$ cat src/hw/rtl/rgbhsl_pkg.sv
// Shared types and constants of the RGB to HSL pixel converter.
`default_nettype none

package rgbhsl_pkg;

    localparam int CH_W  = 8;
    localparam int OUT_W = 16;
    localparam int SUM_W = CH_W + 1;
    localparam int DIV_W = CH_W + 3;

    localparam logic [SUM_W-1:0] HALF_SUM  = SUM_W'(255);
    localparam logic [SUM_W-1:0] FULL_SUM  = SUM_W'(510);

    typedef enum logic [1:0] {
        SEC_RED,
        SEC_GREEN,
        SEC_BLUE
    } t_sector;

endpackage

`default_nettype wire

$ cat src/hw/rtl/rgbhsl_div.sv
// Pipelined restoring divider, one quotient bit per register stage.
`default_nettype none

module rgbhsl_div
    import rgbhsl_pkg::*;
#(
    parameter int DEN_W  = 11,
    parameter int QUOT_W = 18
) (
    input  wire logic              i_clk,
    input  wire logic              i_en,
    input  wire logic [DEN_W-1:0]  i_num,
    input  wire logic [DEN_W-1:0]  i_den,
    output logic      [QUOT_W-1:0] o_quot
);

    logic [DEN_W-1:0]  r_rem  [QUOT_W];
    logic [DEN_W-1:0]  r_den  [QUOT_W];
    logic [QUOT_W-1:0] r_quot [QUOT_W];

    for (genvar k = 0; k < QUOT_W; k++) begin : g_stage
        logic [DEN_W:0]    n_shift;
        logic [DEN_W:0]    n_diff;
        logic [DEN_W:0]    n_dext;
        logic              n_bit;
        logic [DEN_W-1:0]  n_rem;
        logic [DEN_W-1:0]  n_den;
        logic [QUOT_W-1:0] n_quot;

        if (k == 0) begin : g_first
            always_comb begin
                n_den   = i_den;
                n_shift = {1'b0, i_num};
                n_dext  = {1'b0, i_den};
                n_diff  = n_shift - n_dext;
                n_bit   = (n_shift >= n_dext);
                n_rem   = n_bit ? n_diff[DEN_W-1:0] : n_shift[DEN_W-1:0];
                n_quot  = QUOT_W'(n_bit);
            end
        end else begin : g_next
            always_comb begin
                n_den   = r_den[k-1];
                n_shift = {r_rem[k-1], 1'b0};
                n_dext  = {1'b0, r_den[k-1]};
                n_diff  = n_shift - n_dext;
                n_bit   = (n_shift >= n_dext);
                n_rem   = n_bit ? n_diff[DEN_W-1:0] : n_shift[DEN_W-1:0];
                n_quot  = {r_quot[k-1][QUOT_W-2:0], n_bit};
            end
        end

        always_ff @(posedge i_clk) begin
            if (i_en) begin
                r_rem[k]  <= n_rem;
                r_den[k]  <= n_den;
                r_quot[k] <= n_quot;
            end
        end
    end

    assign o_quot = r_quot[QUOT_W-1];

endmodule

`default_nettype wire

$ cat src/hw/rtl/rgb_to_hsl_pixel_core.sv
// Top level of the RGB to HSL pixel converter.
//
// Input channel: i_valid / o_ready carry one pixel (i_red, i_green, i_blue).
// Output channel: o_valid / i_ready carry hue, saturation and lightness as
// unsigned fractions with FRACTION_BITS fraction bits, sent as 16-bit codes.
// One pixel is taken per cycle and one result leaves per cycle while i_ready is high.
// From input transfer to o_valid a pixel passes the input register (loaded at
// the transfer edge), the min/max stage, the operand stage, FRACTION_BITS + 2
// divider stages (one quotient bit each) and the output register.
// Two dividers run side by side for hue and saturation. Lightness divides by
// a constant, so it is formed in one stage from a repeated bit pattern and
// delayed to line up with the dividers.
// Throughput is one pixel per cycle while the receiver keeps i_ready high.
// When the receiver stalls, one more result lands in a skid register and
// then the whole pipeline holds; o_ready drops only while that skid
// register is full and rises right after the stalled result transfers.
// Synchronous reset empties the pipeline, the output and the skid register.
`default_nettype none

module rgb_to_hsl_pixel_core
    import rgbhsl_pkg::*;
#(
    parameter int FRACTION_BITS = 16
) (
    input  wire logic             i_clk,
    input  wire logic             i_rst_n,
    input  wire logic             i_valid,
    output logic                  o_ready,
    input  wire logic [CH_W-1:0]  i_red,
    input  wire logic [CH_W-1:0]  i_green,
    input  wire logic [CH_W-1:0]  i_blue,
    output logic                  o_valid,
    input  wire logic             i_ready,
    output logic      [OUT_W-1:0] o_hue,
    output logic      [OUT_W-1:0] o_saturation,
    output logic      [OUT_W-1:0] o_lightness
);

    localparam int QUOT_W = FRACTION_BITS + 2;
    localparam int NSTG   = QUOT_W + 3;
    localparam logic [QUOT_W-1:0] CODE_MAX = QUOT_W'((1 << FRACTION_BITS) - 1);

    logic              w_en;
    logic [NSTG-1:0]   r_v;
    logic [QUOT_W-1:0] r_ach;

    logic [CH_W-1:0]  r_a_red, r_a_green, r_a_blue;
    logic [CH_W-1:0]  r_b_red, r_b_green, r_b_blue, r_b_max, r_b_min;
    t_sector          r_b_sec;
    logic [DIV_W-1:0] r_c_sat_num, r_c_sat_den, r_c_hue_num, r_c_hue_den;
    logic [SUM_W-1:0] r_c_lit_num;
    logic             r_c_ach;

    logic [CH_W-1:0]  n_b_max, n_b_min;
    t_sector          n_b_sec;
    logic [CH_W-1:0]  n_c_d;
    logic [SUM_W-1:0] n_c_sum;
    logic [DIV_W-1:0] n_c_six_d;
    logic [DIV_W-1:0] n_c_hue_num;
    logic [SUM_W-1:0] n_c_sat_den;

    logic [CH_W-1:0]   n_l_rem;
    logic [1:0]        n_l_whole;
    logic [4*CH_W-1:0] n_l_rep;
    logic [QUOT_W-1:0] n_l_q;
    logic [QUOT_W-1:0] r_lit [QUOT_W];

    logic [QUOT_W-1:0] w_q_hue, w_q_sat, w_q_lit;
    logic [QUOT_W-1:0] w_rnd_hue, w_rnd_sat, w_rnd_lit;
    logic [FRACTION_BITS-1:0] w_f_hue, w_f_sat, w_f_lit;
    logic [OUT_W-1:0]  n_hue, n_sat, n_lit;

    logic             r_o_valid, r_s_valid;
    logic [OUT_W-1:0] r_o_hue, r_o_sat, r_o_lit;
    logic [OUT_W-1:0] r_s_hue, r_s_sat, r_s_lit;

    assign w_en    = !r_s_valid;
    assign o_ready = w_en;

    always_ff @(posedge i_clk) begin
        if (!i_rst_n) begin
            r_v <= '0;
        end else if (w_en) begin
            r_v <= {r_v[NSTG-2:0], i_valid};
        end
    end

    always_comb begin
        n_b_max = r_a_red;
        n_b_min = r_a_red;
        if (r_a_green > n_b_max) n_b_max = r_a_green;
        if (r_a_blue > n_b_max)  n_b_max = r_a_blue;
        if (r_a_green < n_b_min) n_b_min = r_a_green;
        if (r_a_blue < n_b_min)  n_b_min = r_a_blue;
        if (r_a_red >= r_a_green && r_a_red >= r_a_blue) begin
            n_b_sec = SEC_RED;
        end else if (r_a_green >= r_a_blue) begin
            n_b_sec = SEC_GREEN;
        end else begin
            n_b_sec = SEC_BLUE;
        end
    end

    always_comb begin
        n_c_d     = r_b_max - r_b_min;
        n_c_sum   = SUM_W'(r_b_max) + SUM_W'(r_b_min);
        n_c_six_d = (DIV_W'(n_c_d) << 2) + (DIV_W'(n_c_d) << 1);
        n_c_sat_den = (n_c_sum > HALF_SUM) ? (FULL_SUM - n_c_sum) : n_c_sum;
        case (r_b_sec)
            SEC_RED: begin
                if (r_b_green < r_b_blue) begin
                    n_c_hue_num = n_c_six_d - DIV_W'(r_b_blue - r_b_green);
                end else begin
                    n_c_hue_num = DIV_W'(r_b_green - r_b_blue);
                end
            end
            SEC_GREEN: n_c_hue_num = (DIV_W'(n_c_d) << 1) + DIV_W'(r_b_blue) - DIV_W'(r_b_red);
            SEC_BLUE:  n_c_hue_num = (DIV_W'(n_c_d) << 2) + DIV_W'(r_b_red) - DIV_W'(r_b_green);
            default:   n_c_hue_num = '0;
        endcase
    end

    // sum / 255 as whole part plus the remainder's bit pattern repeated
    always_comb begin
        if (r_c_lit_num >= FULL_SUM) begin
            n_l_whole = 2'd2;
            n_l_rem   = '0;
        end else if (r_c_lit_num >= HALF_SUM) begin
            n_l_whole = 2'd1;
            n_l_rem   = CH_W'(r_c_lit_num - HALF_SUM);
        end else begin
            n_l_whole = 2'd0;
            n_l_rem   = r_c_lit_num[CH_W-1:0];
        end
        n_l_rep = {4{n_l_rem}};
        n_l_q   = {n_l_whole, n_l_rep[4*CH_W-1 -: FRACTION_BITS]};
    end

    always_ff @(posedge i_clk) begin
        if (w_en) begin
            r_a_red     <= i_red;
            r_a_green   <= i_green;
            r_a_blue    <= i_blue;
            r_b_red     <= r_a_red;
            r_b_green   <= r_a_green;
            r_b_blue    <= r_a_blue;
            r_b_max     <= n_b_max;
            r_b_min     <= n_b_min;
            r_b_sec     <= n_b_sec;
            r_c_sat_num <= DIV_W'(n_c_d);
            r_c_sat_den <= DIV_W'(n_c_sat_den);
            r_c_hue_num <= n_c_hue_num;
            r_c_hue_den <= n_c_six_d;
            r_c_lit_num <= n_c_sum;
            r_c_ach     <= (r_b_max == r_b_min);
            r_ach       <= {r_ach[QUOT_W-2:0], r_c_ach};
            r_lit[0]    <= n_l_q;
            for (int k = 1; k < QUOT_W; k++) begin
                r_lit[k] <= r_lit[k-1];
            end
        end
    end

    rgbhsl_div #(.DEN_W(DIV_W), .QUOT_W(QUOT_W)) u_div_hue (
        .i_clk  (i_clk),
        .i_en   (w_en),
        .i_num  (r_c_hue_num),
        .i_den  (r_c_hue_den),
        .o_quot (w_q_hue)
    );

    rgbhsl_div #(.DEN_W(DIV_W), .QUOT_W(QUOT_W)) u_div_sat (
        .i_clk  (i_clk),
        .i_en   (w_en),
        .i_num  (r_c_sat_num),
        .i_den  (r_c_sat_den),
        .o_quot (w_q_sat)
    );

    assign w_q_lit = r_lit[QUOT_W-1];

    always_comb begin
        w_rnd_hue = QUOT_W'(({1'b0, w_q_hue} + (QUOT_W+1)'(1)) >> 1);
        w_rnd_sat = QUOT_W'(({1'b0, w_q_sat} + (QUOT_W+1)'(1)) >> 1);
        w_rnd_lit = QUOT_W'(({1'b0, w_q_lit} + (QUOT_W+1)'(1)) >> 1);
        w_f_hue = r_ach[QUOT_W-1] ? '0 : w_rnd_hue[FRACTION_BITS-1:0];
        if (r_ach[QUOT_W-1]) begin
            w_f_sat = '0;
        end else if (w_rnd_sat > CODE_MAX) begin
            w_f_sat = CODE_MAX[FRACTION_BITS-1:0];
        end else begin
            w_f_sat = w_rnd_sat[FRACTION_BITS-1:0];
        end
        if (w_rnd_lit > CODE_MAX) begin
            w_f_lit = CODE_MAX[FRACTION_BITS-1:0];
        end else begin
            w_f_lit = w_rnd_lit[FRACTION_BITS-1:0];
        end
        n_hue = OUT_W'(w_f_hue);
        n_sat = OUT_W'(w_f_sat);
        n_lit = OUT_W'(w_f_lit);
    end

    always_ff @(posedge i_clk) begin
        if (!i_rst_n) begin
            r_o_valid <= 1'b0;
            r_s_valid <= 1'b0;
        end else if (r_o_valid && !i_ready) begin
            if (w_en && r_v[NSTG-1]) begin
                r_s_valid <= 1'b1;
            end
        end else if (r_s_valid) begin
            r_o_valid <= 1'b1;
            r_s_valid <= 1'b0;
        end else begin
            r_o_valid <= w_en && r_v[NSTG-1];
        end
    end

    always_ff @(posedge i_clk) begin
        if (r_o_valid && !i_ready) begin
            if (w_en && r_v[NSTG-1]) begin
                r_s_hue <= n_hue;
                r_s_sat <= n_sat;
                r_s_lit <= n_lit;
            end
        end else if (r_s_valid) begin
            r_o_hue <= r_s_hue;
            r_o_sat <= r_s_sat;
            r_o_lit <= r_s_lit;
        end else begin
            r_o_hue <= n_hue;
            r_o_sat <= n_sat;
            r_o_lit <= n_lit;
        end
    end

    assign o_valid      = r_o_valid;
    assign o_hue        = r_o_hue;
    assign o_saturation = r_o_sat;
    assign o_lightness  = r_o_lit;

endmodule

`default_nettype wire

$ cat config.mk
export PLATFORM = sky130hd
export DESIGN_NAME = rgb_to_hsl_pixel_core
export DESIGN_NICKNAME = d
export VERILOG_FILES = /design/src/hw/rtl/rgbhsl_pkg.sv /design/src/hw/rtl/rgbhsl_div.sv /design/src/hw/rtl/rgb_to_hsl_pixel_core.sv
export SDC_FILE = /design/constraint.sdc
export NUM_CORES = 2
export LEC_CHECK = 0
export BUFFER_PORTS_ARGS = -buffer_cell sky130_fd_sc_hd__buf_4
export CORE_MARGIN = 4
export CORE_UTILIZATION = 60
export CTS_CLUSTER_SIZE = 12
export DETAILED_ROUTE_END_ITERATION = 6
export MAX_ROUTING_LAYER = met4
export PLACE_DENSITY = 0.82
export SLEW_MARGIN = 30
export SYNTH_ARGS = -nofsm -noshare
export SYNTH_HDL_FRONTEND = slang
export SYNTH_SLANG_ARGS = --single-unit
$ cat constraint.sdc
create_clock -name i_clk -period 62.2 [get_ports i_clk]
set_input_delay 12.44 -clock i_clk [delete_from_list [all_inputs] [get_ports i_clk]]
set_output_delay 12.44 -clock i_clk [all_outputs]
set_load 0.03 [all_outputs]
==> results.txt <==
Crit end category = output pin
Post-CTS Setup Inserts = 0
Setup TNS = 0 ns
Fraction of registers with async set/reset = 0%
RSZ-0062 raised after global routing = false
Final Cell Area = 0.07459 sq mm
Nets = 5,715
Hold path depth = 0
Clk_lat worst skew = 0.74 ns
Initial drt markers = 2,125
CTS Hold Bufs = 0
Final core utilization = 67.03%
Row count = 122
CTS tree = built
Routability Congestion = 0.8665
Die Wd = 343.7 um
Minimum clock period after layout = 14.26 ns
Synth Register Bits = 1,415
Drt drc = 0
DRT Pass-1 Iters = 7
Final setup violation count = 0
Post-synth EDFFs = 1,392
Worst path slowest cell = inv_8
Vias in the first global route = 38,898
Root buf cell = clkbuf_16
Worst Max-Slew Pin Slew = 1.012 ns
Die Ht = 343.7 um
Final period utilization = 22.92%
Worst R2R Setup Slack = 56.83 ns
Synthesis warning total = 0
Post-synthesis cell area = 0.06762 sq mm
Critical hold path startpoint = r_ach[4]$_DFFE_PN_
Most common cell in the netlist = edfxtp_1
Synth area leaders = edfxtp_1 62%, ha_1 8.4%, mux2_2 3.4%
Hold crit path type = reg -> reg
Core area = 0.1113 sq mm
CP bufs+invs = 2
Via count = 37,746
Hold slack = 0.4063 ns
Number of routed nets with antenna violations = 0
Fmax = 70.13 MHz
Resized cells post-CTS = 0
Critical path data required time = 49.76 ns
R2R cell count = 21
Placed wire-length estimate = 77,600 um
Wire length per cell = 16.72 um
Vias per cell = 5.586
Worst r2r src = r_b_max[0]$_DFFE_PN_
Crit-path leading delay family = buffers and inverters
Share of layout cells above drive strength 1 = 10.80%
CP max stage delay = 0.41 ns
Starting Density = 60.76%
Rel. slew slack = 32.53%
Pins over their slew limit = 0
Diodes inserted = 0
Die ar. = 0.1181 sq mm
Worst Skew = 0.03428 ns
Post-synth top area cell = edfxtp_1
Outcome = finished, final reports clean
Total routed wirelength = 113,000 um
Port Buffers = 77
Boundary Pins = 78
CP Data Arrival Time = 1.82 ns
Cells after Synth = 4,987
Total global routing overflow = 0
Critical-path cell list = inv_8 -> buf_4
First-pass GRT wire length = 184,400 um
DP Area = 0.07005 sq mm
Num CTS Buffers = 147
Area share of the largest cell type after synthesis = 61.82%
Most common flop cell mapped by yosys = edfxtp_1
Largest net degree at the start of global routing = 205
Total track usage = 19.64%
# H-tree levels = 4
Fillers = 7,353
Commonest cells post-synth = 1,392 x edfxtp_1, 576 x inv_1, 452 x ha_1, 242 x nand2_1, 238 x o21ai_0
Syn Area/Cell = 13.56 sq um
Seq/Total Area, Yosys = 62.50%
Critical setup path kind = reg -> out
Max-cap viol count = 0
Synth cell types = 81
Mapped Nets = 5,522
Max Buffers Root-to-Sink = 3
Final Hold Vio Count = 0
Clock-pin slew on the worst setup and hold paths = 0.06 ns
Hold endpoint = r_ach[5]$_DFFE_PN_
Initial antenna violation count = 0
CP startpoint kind = register
R2R Path End = r_c_hue_num[10]$_SDFFCE_PN0N_
Area grow syn2layout = 10.31%
Critical Path Fanout Max = 87
Clk sink count = 1,415
## kinds of logic (layout without fill, tap and decap cells)
| logic type | after synthesis | after routing | share of synthesized area (%) |
|---|---|---|---|
| DFF | 1415 | 1415 | 62.50 |
| and+or+nand+nor | 996 | 996 | 7.322 |
| AOI/OAI and AO/OA | 835 | 835 | 7.944 |
| buffers and inverters | 641 | 923 | 3.616 |
| adders and majority gates | 509 | 509 | 10.02 |
| xor gates and xnor gates | 306 | 306 | 3.986 |
| muxes | 285 | 285 | 4.613 |
## stage by stage
step	instances	worst slack, ns
3_5_place_dp	6518	47.88
3_3_place_gp	6518	47.93
6_report	6757	47.94
5_1_grt	6757	47.78
2_1_floorplan	4987	13.90
4_1_cts	6756	47.83
## state kept, by name, summed over array words and instances (netlist names), 18 cells and up
| register | count |
|---|---|
| u_div_sat.r_den | 145 |
| u_div_sat.r_quot | 171 |
| u_div_hue.r_den | 161 |
| u_div_hue.r_rem | 171 |
| r_v | 21 |
| r_ach | 18 |
| r_lit | 180 |
| u_div_hue.r_quot | 153 |
| u_div_sat.r_rem | 186 |
## cell type report
| class | instances | area [sq um] | area share, % |
|---|---|---|---|
| well taps | 1488 | 1862 | 2.496 |
| flip-flops and latches | 1415 | 42260 | 56.66 |
| multi-input cells | 2931 | 22940 | 30.76 |
| clock inverters | 54 | 598.1 | 0.8018 |
| repair buffers | 108 | 870.8 | 1.167 |
| clock buffers | 184 | 3882 | 5.205 |
| inverters | 577 | 2173 | 2.914 |
## placed cells by master, fill, tap and decap left out, drive strengths merged, types with 111 or more instances in the layout
cell,count
a21o,111
nor2,235
inv,583
o21ai,248
xnor2,184
xor2,122
ha,452
nor2b,134
clkbuf,184
a21oi,197
mux2,207
nand2,242
edfxtp,1392
## worst max-delay path by stage
stage | cells past startpoint | from | end | slack, ns
floorplan | 3 | r_s_valid$_SDFFE_PN0P_ | o_ready | 13.90
global placement | 5 | i_ready | r_s_lit[10]$_DFFE_PP_ | 47.93
detailed placement | 5 | i_ready | r_s_lit[11]$_DFFE_PP_ | 47.88
CTS | 2 | r_s_valid$_SDFFE_PN0P_ | o_ready | 47.83
global route | 2 | r_s_valid$_SDFFE_PN0P_ | o_ready | 47.78
finish | 2 | r_s_valid$_SDFFE_PN0P_ | o_ready | 47.94
## per-layer routing
layer / vias up / track usage (%) / part of all wire [%]
li1: 18492 / - / -
met1: 18239 / 21.23 / 39
met2: 739 / 36.09 / 53
met3: 276 / 2.999 / 3.7
met4: 0 / 7.925 / 3.5
met5: - / - / 0
Power is left out: the tool's default activity adds up to more than one toggle a clock period on the data nets, which glitch-free logic cannot reach.
